$ cat src/design/drying_thermostat_controller_defines.svh
// Assertion macros for the drying thermostat controller.
// Included by the top level; no other dependencies.
`ifndef DRYING_THERMOSTAT_CONTROLLER_DEFINES_SVH
`define DRYING_THERMOSTAT_CONTROLLER_DEFINES_SVH

// same-cycle implication
`define DTC_ASSERT_NOW(label, clk, rst, ante, cons, msg) \
  label: assert property (@(posedge clk) disable iff (rst) (ante) |-> (cons)) \
    else $error(msg);

// next-cycle implication
`define DTC_ASSERT_NEXT(label, clk, rst, ante, cons, msg) \
  label: assert property (@(posedge clk) disable iff (rst) (ante) |=> (cons)) \
    else $error(msg);

`endif

$ cat src/design/dtc_pkg.sv
// Shared types, constants and setpoint step function for the drying
// thermostat controller. No dependencies.
package dtc_pkg;

  localparam int TEMP_W     = 11;
  localparam int WEIGHT_W   = 24;
  localparam int POINT_W    = 7;
  localparam int TICK_W     = 16;
  localparam int PCT_W      = 7;
  localparam int LIMIT_W    = PCT_W + WEIGHT_W;
  localparam int CFG_IDX_W  = 3;
  localparam int CFG_DATA_W = 24;

  localparam logic [TICK_W-1:0]   DEBOUNCE_RST = 16'd200;
  localparam logic [PCT_W-1:0]    LOSS_PCT_RST = 7'd70;
  localparam logic [POINT_W-1:0]  HIGH_LIM_RST = 7'd80;
  localparam logic [POINT_W-1:0]  LOW_LIM_RST  = 7'd10;
  localparam logic [WEIGHT_W-1:0] INIT_WT_RST  = 24'd0;
  localparam logic [POINT_W-1:0]  UPPER_RST    = 7'd45;
  localparam logic [POINT_W-1:0]  LOWER_RST    = 7'd35;

  typedef enum logic [CFG_IDX_W-1:0] {
    REG_DEBOUNCE   = 3'd0,
    REG_LOSS_PCT   = 3'd1,
    REG_HIGH_LIMIT = 3'd2,
    REG_LOW_LIMIT  = 3'd3,
    REG_INIT_WT    = 3'd4
  } cfg_idx_t;

  typedef struct packed {
    logic signed [TEMP_W-1:0] temperature_tenths;
    logic                     temperature_valid;
    logic [WEIGHT_W-1:0]      weight_now;
    logic                     set_pressed;
    logic                     up_pressed;
    logic                     down_pressed;
  } sample_t;

  typedef struct packed {
    logic               fan_on;
    logic               heater_on;
    logic               settings_active;
    logic               editing_high;
    logic               edit_selected;
    logic [POINT_W-1:0] high_setpoint;
    logic [POINT_W-1:0] low_setpoint;
    logic               dried;
  } result_t;

  typedef struct packed {
    logic [TICK_W-1:0]   debounce_ticks;
    logic [POINT_W-1:0]  high_limit;
    logic [POINT_W-1:0]  low_limit;
    logic [WEIGHT_W-1:0] initial_weight;
    logic [LIMIT_W-1:0]  dry_limit;
  } cfg_t;

  typedef struct packed {
    logic [POINT_W-1:0] upper;
    logic [POINT_W-1:0] lower;
  } points_t;

  function automatic logic [POINT_W-1:0] sat7(input logic signed [POINT_W+1:0] v);
    logic [POINT_W-1:0] r;
    if (v < 0) r = '0;
    else if (v > $signed({2'b00, {POINT_W{1'b1}}})) r = '1;
    else r = v[POINT_W-1:0];
    return r;
  endfunction

  // one degree step of the selected setpoint, with its clamp
  function automatic points_t step_points(input points_t p, input logic high_sel,
                                          input logic up, input logic [POINT_W-1:0] hl,
                                          input logic [POINT_W-1:0] ll);
    logic signed [POINT_W+1:0] hi;
    logic signed [POINT_W+1:0] lo;
    logic signed [POINT_W+1:0] v;
    points_t r;
    r  = p;
    hi = $signed({2'b00, p.upper});
    lo = $signed({2'b00, p.lower});
    if (high_sel) begin
      if (up) begin
        v = hi + 9'sd1;
        if (v > $signed({2'b00, hl})) v = $signed({2'b00, hl});
      end else begin
        v = hi - 9'sd1;
        if (v <= lo) v = lo + 9'sd1;
      end
      r.upper = sat7(v);
    end else begin
      if (up) begin
        v = lo + 9'sd1;
        if (v >= hi) v = hi - 9'sd1;
      end else begin
        v = lo - 9'sd1;
        if (v < $signed({2'b00, ll})) v = $signed({2'b00, ll});
      end
      r.lower = sat7(v);
    end
    return r;
  endfunction

endpackage

$ cat src/design/drying_thermostat_controller.sv
// Drying thermostat controller top level: sample register, result register
// and handshakes. Depends on dtc_pkg, dtc_cfg, dtc_ctrl and the defines header.
//
//  channel  handshake              payload
//  sample   sample_valid/stall     sample (sample_t), one tick request
//  result   result_valid/stall     result (result_t), one per request
//  config   cfg_valid/cfg_ready    cfg_index, cfg_data
//
// One request per cycle sustained while result_stall is low; result_valid rises
// after the sample register and the state update into the result register.
// Synchronous reset restores the default registers and the thermostat state.
// A stalled result holds the sample register; sample_stall rises only when both
// registers are full and result_stall is high.
`include "drying_thermostat_controller_defines.svh"

module drying_thermostat_controller
  import dtc_pkg::*;
(
  input  logic                  clk,
  input  logic                  rst,
  input  logic                  sample_valid,
  output logic                  sample_stall,
  input  sample_t               sample,
  output logic                  result_valid,
  input  logic                  result_stall,
  output result_t               result,
  input  logic                  cfg_valid,
  output logic                  cfg_ready,
  input  logic [CFG_IDX_W-1:0]  cfg_index,
  input  logic [CFG_DATA_W-1:0] cfg_data
);

  cfg_t    cfg;
  sample_t in_q;
  logic    in_full;
  logic    advance;
  logic    accept;
  result_t res_next;

  dtc_cfg u_cfg (
    .clk       (clk),
    .rst       (rst),
    .cfg_valid (cfg_valid),
    .cfg_ready (cfg_ready),
    .cfg_index (cfg_index),
    .cfg_data  (cfg_data),
    .cfg       (cfg)
  );

  dtc_ctrl u_ctrl (
    .clk  (clk),
    .rst  (rst),
    .fire (advance),
    .item (in_q),
    .cfg  (cfg),
    .res  (res_next)
  );

  assign advance      = in_full && (!result_valid || !result_stall);
  assign sample_stall = in_full && !advance;
  assign accept       = sample_valid && !sample_stall;

  always_ff @(posedge clk) begin
    if (rst) in_full <= 1'b0;
    else if (accept) in_full <= 1'b1;
    else if (advance) in_full <= 1'b0;
  end

  always_ff @(posedge clk) begin
    if (accept) in_q <= sample;
  end

  always_ff @(posedge clk) begin
    if (rst) result_valid <= 1'b0;
    else if (advance) result_valid <= 1'b1;
    else if (!result_stall) result_valid <= 1'b0;
  end

  always_ff @(posedge clk) begin
    if (advance) result <= res_next;
  end

  `DTC_ASSERT_NOW(a_stall_only_when_blocked, clk, rst, sample_stall,
                  in_full && result_valid && result_stall, "sample stalled without cause")
  `DTC_ASSERT_NEXT(a_advance_gives_result, clk, rst, advance, result_valid,
                   "advanced request produced no result")
  `DTC_ASSERT_NOW(a_fan_heater_exclusive, clk, rst, result_valid,
                  !(result.fan_on && result.heater_on), "fan and heater both on")

endmodule

$ cat src/design/dtc_cfg.sv
// Configuration register file and the dry threshold product.
// Depends on dtc_pkg.
module dtc_cfg
  import dtc_pkg::*;
(
  input  logic                  clk,
  input  logic                  rst,
  input  logic                  cfg_valid,
  output logic                  cfg_ready,
  input  logic [CFG_IDX_W-1:0]  cfg_index,
  input  logic [CFG_DATA_W-1:0] cfg_data,
  output cfg_t                  cfg
);

  logic [TICK_W-1:0]   debounce_ticks;
  logic [PCT_W-1:0]    dry_loss_percent;
  logic [POINT_W-1:0]  high_limit;
  logic [POINT_W-1:0]  low_limit;
  logic [WEIGHT_W-1:0] initial_weight;
  logic [LIMIT_W-1:0]  dry_limit;

  assign cfg_ready = 1'b1;

  always_ff @(posedge clk) begin
    if (rst) begin
      debounce_ticks   <= DEBOUNCE_RST;
      dry_loss_percent <= LOSS_PCT_RST;
      high_limit       <= HIGH_LIM_RST;
      low_limit        <= LOW_LIM_RST;
      initial_weight   <= INIT_WT_RST;
    end else if (cfg_valid && cfg_ready) begin
      case (cfg_idx_t'(cfg_index))
        REG_DEBOUNCE:   debounce_ticks   <= cfg_data[TICK_W-1:0];
        REG_LOSS_PCT:   dry_loss_percent <= cfg_data[PCT_W-1:0];
        REG_HIGH_LIMIT: high_limit       <= cfg_data[POINT_W-1:0];
        REG_LOW_LIMIT:  low_limit        <= cfg_data[POINT_W-1:0];
        REG_INIT_WT:    initial_weight   <= cfg_data[WEIGHT_W-1:0];
        default: ;
      endcase
    end
  end

  // percent * initial weight
  assign dry_limit = {{WEIGHT_W{1'b0}}, dry_loss_percent} * {{PCT_W{1'b0}}, initial_weight};

  assign cfg.debounce_ticks = debounce_ticks;
  assign cfg.high_limit     = high_limit;
  assign cfg.low_limit      = low_limit;
  assign cfg.initial_weight = initial_weight;
  assign cfg.dry_limit      = dry_limit;

endmodule

$ cat src/design/dtc_ctrl.sv
// Thermostat state registers and per-tick update: debounce, settings
// editing, fan/heater control and dry latch. Depends on dtc_pkg.
module dtc_ctrl
  import dtc_pkg::*;
(
  input  logic    clk,
  input  logic    rst,
  input  logic    fire,
  input  sample_t item,
  input  cfg_t    cfg,
  output result_t res
);

  logic               settings_mode, settings_mode_next;
  logic               selection_made, selection_made_next;
  logic               high_selected, high_selected_next;
  points_t            points, points_next;
  logic [TICK_W-1:0]  ticks_since_press, ticks_since_press_next;
  logic               dry_latch, dry_latch_next;
  logic               fan_drive, fan_drive_next;
  logic               heater_drive, heater_drive_next;

  logic                      pressed;
  logic signed [TEMP_W+1:0]  temp_ext;
  logic signed [TEMP_W+1:0]  upper_x10;
  logic signed [TEMP_W+1:0]  lower_x10;
  logic signed [WEIGHT_W+1:0] diff;
  logic signed [LIMIT_W+1:0] loss;

  always_comb begin
    settings_mode_next  = settings_mode;
    selection_made_next = selection_made;
    high_selected_next  = high_selected;
    points_next         = points;
    dry_latch_next      = dry_latch;
    fan_drive_next      = fan_drive;
    heater_drive_next   = heater_drive;
    pressed             = 1'b0;

    if (ticks_since_press >= cfg.debounce_ticks) begin
      if (item.set_pressed) begin
        pressed             = 1'b1;
        settings_mode_next  = !settings_mode;
        selection_made_next = 1'b0;
      end
      if (settings_mode_next) begin
        if (!selection_made_next) begin
          if (item.up_pressed) begin
            pressed             = 1'b1;
            high_selected_next  = 1'b1;
            selection_made_next = 1'b1;
          end
          if (item.down_pressed) begin
            pressed             = 1'b1;
            high_selected_next  = 1'b0;
            selection_made_next = 1'b1;
          end
        end else begin
          if (item.up_pressed) begin
            pressed     = 1'b1;
            points_next = step_points(points_next, high_selected_next, 1'b1,
                                      cfg.high_limit, cfg.low_limit);
          end
          if (item.down_pressed) begin
            pressed     = 1'b1;
            points_next = step_points(points_next, high_selected_next, 1'b0,
                                      cfg.high_limit, cfg.low_limit);
          end
        end
      end
    end

    if (pressed) ticks_since_press_next = {{(TICK_W-1){1'b0}}, 1'b1};
    else if (ticks_since_press != {TICK_W{1'b1}})
      ticks_since_press_next = ticks_since_press + {{(TICK_W-1){1'b0}}, 1'b1};
    else ticks_since_press_next = ticks_since_press;

    temp_ext  = {{2{item.temperature_tenths[TEMP_W-1]}}, item.temperature_tenths};
    upper_x10 = $signed({2'b00, {{(TEMP_W-POINT_W){1'b0}}, points_next.upper} * 11'd10});
    lower_x10 = $signed({2'b00, {{(TEMP_W-POINT_W){1'b0}}, points_next.lower} * 11'd10});
    diff = $signed({2'b00, cfg.initial_weight}) - $signed({2'b00, item.weight_now});
    loss = {{(LIMIT_W-WEIGHT_W){diff[WEIGHT_W+1]}}, diff} * 33'd100;

    if (!settings_mode_next && !dry_latch) begin
      fan_drive_next    = 1'b0;
      heater_drive_next = 1'b0;
      if (item.temperature_valid) begin
        if (temp_ext > upper_x10) fan_drive_next = 1'b1;
        else if (temp_ext < lower_x10) heater_drive_next = 1'b1;
      end
      if (cfg.initial_weight != '0 && loss > $signed({2'b00, cfg.dry_limit}))
        dry_latch_next = 1'b1;
    end

    res.fan_on          = fan_drive_next;
    res.heater_on       = heater_drive_next;
    res.settings_active = settings_mode_next;
    res.editing_high    = high_selected_next;
    res.edit_selected   = selection_made_next;
    res.high_setpoint   = points_next.upper;
    res.low_setpoint    = points_next.lower;
    res.dried           = dry_latch_next;
  end

  always_ff @(posedge clk) begin
    if (rst) begin
      settings_mode     <= 1'b0;
      selection_made    <= 1'b0;
      high_selected     <= 1'b1;
      points.upper      <= UPPER_RST;
      points.lower      <= LOWER_RST;
      ticks_since_press <= '0;
      dry_latch         <= 1'b0;
      fan_drive         <= 1'b0;
      heater_drive      <= 1'b0;
    end else if (fire) begin
      settings_mode     <= settings_mode_next;
      selection_made    <= selection_made_next;
      high_selected     <= high_selected_next;
      points            <= points_next;
      ticks_since_press <= ticks_since_press_next;
      dry_latch         <= dry_latch_next;
      fan_drive         <= fan_drive_next;
      heater_drive      <= heater_drive_next;
    end
  end

endmodule
$ cat config.mk
export PLATFORM = sky130hd
export DESIGN_NAME = drying_thermostat_controller
export DESIGN_NICKNAME = d
export VERILOG_FILES = /design/src/design/dtc_pkg.sv /design/src/design/drying_thermostat_controller.sv /design/src/design/dtc_cfg.sv /design/src/design/dtc_ctrl.sv
export VERILOG_INCLUDE_DIRS = /design/src /design/src/design
export SDC_FILE = /design/constraint.sdc
export NUM_CORES = 1
export LEC_CHECK = 0
export ABC_AREA = 0
export BUFFER_PORTS_ARGS = -buffer_cell sky130_fd_sc_hd__buf_2
export CORE_AREA = 2 2 225 227
export CTS_CLUSTER_DIAMETER = 150
export DETAILED_ROUTE_END_ITERATION = 16
export DIE_AREA = 0 0 227 229
export PLACE_DENSITY = 0.57
export SYNTH_ARGS = -nofsm -noshare
export SYNTH_HDL_FRONTEND = slang
export SYNTH_HIERARCHICAL = 1
export SYNTH_SLANG_ARGS = --single-unit
export TNS_END_PERCENT = 50
$ cat constraint.sdc
create_clock -name clk -period 25.9 [get_ports clk]
set_input_delay 3.885 -clock clk [delete_from_list [all_inputs] [get_ports clk]]
set_output_delay 3.885 -clock clk [all_outputs]
set_load 0.02 [all_outputs]
Word level (Yosys, flattened, before mapping)
Cells that the tools add are included.
{"block": "classes", "n_eq_ne": 6, "n_mul": 4, "order_cmp": 16, "n_reduce_logical": 23, "n_addsub": 8, "mux": 79}
{"op": "$mux 9", "n": 24}
{"op": "$mux 14", "n": 8}
{"op": "$mux 7", "n": 12}
{"op": "$gt 9x8->1 const B", "n": 4}
{"op": "$lt 9x1->1 const B", "n": 4}
{"op": "$gt 33x32->1", "n": 1}
{"op": "$mul 33x5->31 const B", "n": 1}
{"op": "$mux 1", "n": 33}
{"op": "$mux 16", "n": 2}
{"op": "$mul 7x24->31", "n": 1}
{"op": "$sub 24x24->25", "n": 1}
{"op": "$add 7x1->8 const B", "n": 3}
{"op": "$reduce_bool 24->1", "n": 1}
{"op": "$sub 7x1->8 const B", "n": 3}
{"op": "$mul 7x3->10 const B", "n": 2}
{"op": "$add 16x1->16 const B", "n": 1}
{"op": "$ge 16x16->1", "n": 1}
{"op": "$ne 16x16->1 const B", "n": 1}
{"op": "$gt 11x12->1", "n": 1}
{"op": "$lt 11x12->1", "n": 1}
{"op": "$reduce_and 2->1", "n": 6}
{"op": "$ge 9x8->1", "n": 1}
{"op": "$gt 9x8->1", "n": 1}
{"op": "$le 9x8->1", "n": 1}
{"op": "10 further kinds", "n": 22}
{"block": "totals", "word_cells": 166, "regBits": 158, "output_inout_bits": 23}

Depth between registers and ports, before layout
{"block": "logic_depth", "depth_word": 38, "mapped_depth": 44, "mapped_depth_nobuf": 42}

Modules after synthesis
Netlist, hierarchy kept.
{"module": "dtc_ctrl", "n_inst": 1, "area_each_um2": 10097.2, "cells_per_inst": 1338, "seq_area_each_um2": 720.7}
{"module": "dtc_cfg", "n_inst": 1, "area_each_um2": 7661.1, "cells_per_inst": 913, "seq_area_each_um2": 1221.2}
{"module": "drying_thermostat_controller", "n_inst": 1, "area_each_um2": 1858.0, "cells_per_inst": 69, "seq_area_each_um2": 1811.7}

Worst setup path before layout
OpenSTA, ideal clock, no wires.
{"block": "synth_path", "path_type": "reg-to-reg", "startpoint": "register u_ctrl/points[0] in the netlist's numbering", "endpoint": "register result[18] in the netlist's numbering, data pin", "n_path_buf": 3, "required_time_ps": 25774, "stages_incl_launch_ff": 44, "setup_ps": 126, "arrival_ps": 8430, "path_slack_ps": 17344, "synth_period_minus_slack_ps": 8556, "cell_sequence": "dfxtp_1 > buf_2 > nand2_1 > nor2_1 > xnor2_1 > inv_1 > ha_1 > a21o_1 > a21oi_1 > o21a_2 > a211oi_1 > a221oi_1 > ha_1 > and2_1 > o41ai_1 > a21o_1 > nor3_1 > xnor2_1 > [8 not listed] > o22a_1 > o21ai_0 > ha_1 > ha_1 > fa_1 > inv_1 > ha_1 > a21o_1 > a21o_1 > a221oi_1 > o21ai_0 > or4b_2 > o22ai_1 > nor3_1 > o2bb2ai_1 > o211ai_1 > o21ai_0 > buf_4"}
{"element": "from (decl)", "line_no": "dtc_ctrl.sv:17", "source": "points_t points, points_next;"}
{"element": "from (signal assigned)", "line_no": "dtc_ctrl.sv:120", "source": "points <= points_next;"}
{"element": "to (signal assigned)", "line_no": "drying_thermostat_controller.sv:80", "source": "if (advance) result <= res_next;"}
{"element": "to (decl)", "line_no": "drying_thermostat_controller.sv:26", "source": "output result_t result,"}

==> results by group <==
STA
  – Final setup violation count: 0
  – RSZ-0062 raised after global routing: false
  – Final-report max-slew violation count: 0
  – Worst Clk Skew: between 0.02 and 0.025 ns
  – Tcrit/Tclk final: 37.33%
  – Worst-Margin Slew: between 1 and 1.5 ns
  – Crit path time final: 9.669 ns
  – Worst rel slew slack: a little over a quarter
  – Setup tns final: 0 ns
  – Hold Vio Cnt, Final: 0
  – FMAX: around 100 MHz
  – Setup WS post-layout: 16.23 ns

GRT
  – GR peak layer: met2
  – Initial antenna violation count: 1
  – Largest net degree at the start of global routing: 65
  – GRT met1 Usage: roughly 28%
  – Total grt overflow: 0
  – First-pass GRT wire length: slightly below 90 mm
  – GRT Total Usage: between 20% and 30%
  – Number of global-route vias before repair: 16380
  – GR Layer Usage met3: around 2.4%
  – Met2 Use GR: about 37%

Pwr
  – VDD IR max: 0.00004851 V
  – Leak Pwr: 10.06 nW
  – Power Density: 47.63 nW/µm²

Synth
  – Post-synth EDFFs: 59
  – FFs w/ async S/R, synth: 0%
  – Cell taking the most area after synthesis: ha_1
  – Top FF cell, synth: dfxtp_1
  – Post-Syn Nets: approximately 2800
  – Cell Area, Synth: between 15000 and 20000 µm²
  – Area contributors post-synth: ha_1 17%, fa_1 14%, dfxtp_1 10%, edfxtp_1 9.0%, inv_1 6.7%
  – Synth warn: 6
  – Post-synth cell types: 102
  – Syn_area_per_cell: 8.455 µm²
  – Post-synthesis cell count: roughly 2300
  – Top-area cell type share of the netlist area: 16.84%
  – Register bit total from synthesis: roughly 160
  – Sequential share of the synthesized area: 19.14%

Placed design
  – Setup WS pre-CTS: 16.35 ns
  – HPWL Detailed: about 44 mm
  – Global placer's final weighted congestion: 0.9026
  – I/O Buffers: between 90 and 100

CTS
  – Clock Path Buffers: 2
  – Hold_buf cts: 0
  – TritonCTS Buffers: 17
  – H-tree depth: 4
  – Worst-Skew Late Latency: 0.48 ns
  – Clock tree sinks: 158
  – Clk root buf: clkbuf_16
  – PostCTS Resize Cnt: 0
  – Reg clk slew, reported paths: 0.07 ns
  – CTS tree: built
  – Buffer count from post-CTS setup fixing: 0

Route
  – First drt pass iteration count: 5
  – Final WL: 54.37 mm
  – Routed Antenna Nets: 0
  – DR iter-0 viols: ~970
  – Detailed-route via count: between 15000 and 20000
  – Vias per cell: roughly 5.3
  – Routed len/inst: 17.86 µm
  – Residual DRC: 0

Floorplan
  – Initial Utilization: between 30% and 40%
  – Die height: 229 µm
  – Core box area: a little under 50000 µm²
  – Die area: 51980 µm²
  – I/O pin cnt: 94
  – Rows: 82
  – Die Wd: around 230 µm

Worst setup path
  – Critical path arrival: about 10 ns
  – CP Data Required Time: around 26 ns
  – CP Class: reg2reg
  – Startpoint types: register
  – CP max stage cell: a221oi_1
  – Max FO, Critical Path: 14
  – Crit. End Element: register
  – CP most frequent cell: ha_1
  – Max stage delay on crit path: ~0.76 ns

Run status
  – Outcome: finished, final reports clean

Layout
  – P&R area growth vs syn: 7.986%
  – Diodes inserted: 0
  – Layout cells sized above 1: 8.052%
  – Nets: around 2800

Flow run
  – Maxcap violations: 0

Worst hold path
  – HP Class: reg2reg
-- per-layer routing --
metal / wire length, µm / vias to the layer above
met4: 1215 / 2
met2: 26570 / 283
met1: 25010 / 7869
li1: - / 7935
met3: 1554 / 69
met5: 16 / -
-- flip-flops by register name (all words and copies together) (netlist names), 7 cells and up --
signal                    count
u_ctrl/ticks_since_press     16
in_q                         39
u_ctrl/points                14
result                       20
u_cfg/debounce_ticks         16
u_cfg/low_limit               7
u_cfg/initial_weight         24
u_cfg/high_limit              7
u_cfg/dry_loss_percent        7
-- path summary, 6_finish.rpt --
check | startpoint | to | slack (ns) | cells after the start
max | u_ctrl/points[0] | result[18] | 16.23 | 38
min | u_ctrl/heater_drive | u_ctrl/heater_drive | 0.46 | 2
max reg2reg | u_ctrl/points[0] | result[18] | 16.23 | 38
min reg2reg | u_ctrl/heater_drive | u_ctrl/heater_drive | 0.46 | 2
-- power breakdown --
group | internal (mW) | switching (mW)
combinational | 0.207 | 0.275
sequential | 0.266 | 0.0104
clock | 0.126 | 0.125
total | 0.599 | 0.410
-- synthesized netlist by cell type, types with 10 or more instances --
| library cell | instances |
|---|---|
| a211o_1 | 10 |
| a211oi_1 | 14 |
| a21o_1 | 48 |
| a21oi_1 | 139 |
| a31oi_1 | 19 |
| and2_1 | 128 |
| and3_1 | 20 |
| buf_2 | 13 |
| clkbuf_1 | 49 |
| dfxtp_1 | 99 |
| edfxtp_1 | 59 |
| fa_1 | 136 |
| ha_1 | 264 |
| inv_1 | 348 |
| mux2i_1 | 25 |
| nand2_1 | 247 |
| nand2b_1 | 15 |
| nand3_1 | 42 |
| nand4_1 | 27 |
| nor2_1 | 131 |
| nor2b_1 | 19 |
| nor3_1 | 32 |
| nor4_1 | 12 |
| o21a_1 | 22 |
| o21ai_0 | 68 |
| o21bai_1 | 17 |
| xnor2_1 | 80 |
| xor2_1 | 40 |
-- cells in the final DEF (no fill, tap or decap), types with 6 or more instances in the layout --
cell type / n
o31ai_1: 6
o21ai_0: 68
nor2b_1: 19
ha_1: 264
nand3_1: 42
nand2_1: 247
inv_6: 7
dfxtp_1: 99
nor4_1: 12
a211o_1: 10
xnor2_1: 80
nand3b_1: 8
a21o_1: 48
a31oi_1: 19
a211oi_1: 14
mux2i_1: 25
a21oi_1: 139
nor3_1: 32
o21bai_1: 17
nor2_1: 130
nand4_1: 27
buf_2: 92
and3_1: 20
xor2_1: 40
and2_1: 128
inv_1: 348
or3_1: 7
fa_1: 136
and4_1: 8
o21a_1: 22
clkbuf_16: 17
o211ai_1: 8
nand2b_1: 15
edfxtp_1: 59
-- per-stage QoR --
step           cell area [µm²]  util [%]  cells  hold slack (ns)  power [mW]
5_1_grt                  21180     42.66   3044           0.4816       1.095
2_1_floorplan            19620         -   2320           0.4319      0.6379
6_report                 21180     42.66   3044           0.4582       1.009
3_3_place_gp             20630     41.54   3012           0.4415      0.7509
3_5_place_dp             20630     41.54   3012           0.4484      0.7597
4_1_cts                  21180     42.66   3044           0.4564       1.016
-- logic make-up after synthesis --
logic type               Yosys count  share of synthesized area (%)
adder cells (fa/ha/maj)          400                          30.72
AO/OA/AOI/OAI                    452                          15.98
other                              1                        0.01912
buffers and inverters            428                          8.496
AND/OR/NAND/NOR                  729                          18.60
multiplexers                      32                          1.690
flip-flops                       158                          19.14
XOR/XNOR                         120                          5.358
-- area by class of cell --
type	count	area, µm²
multi-input combinational	1734	14210
tap	672	840.8
timing repair buffer	97	498.0
fill	5036	28470
sequential	158	3754
inverter	351	1320
clock buffer	17	425.4
clock inverter	15	130.1
-- worst max-delay path, delay by kind of cell (launching register included) --
family / cells / cell delay (ns)
AOI/OAI and AO/OA: 17 / 3.76
xor gates and xnor gates: 2 / 0.31
adders and majority gates: 9 / 3.00
buffers and inverters: 1 / 0.05
DFF: 1 / 0.60
and+or+nand+nor: 9 / 1.75
(Power assumes the default switching activity.)
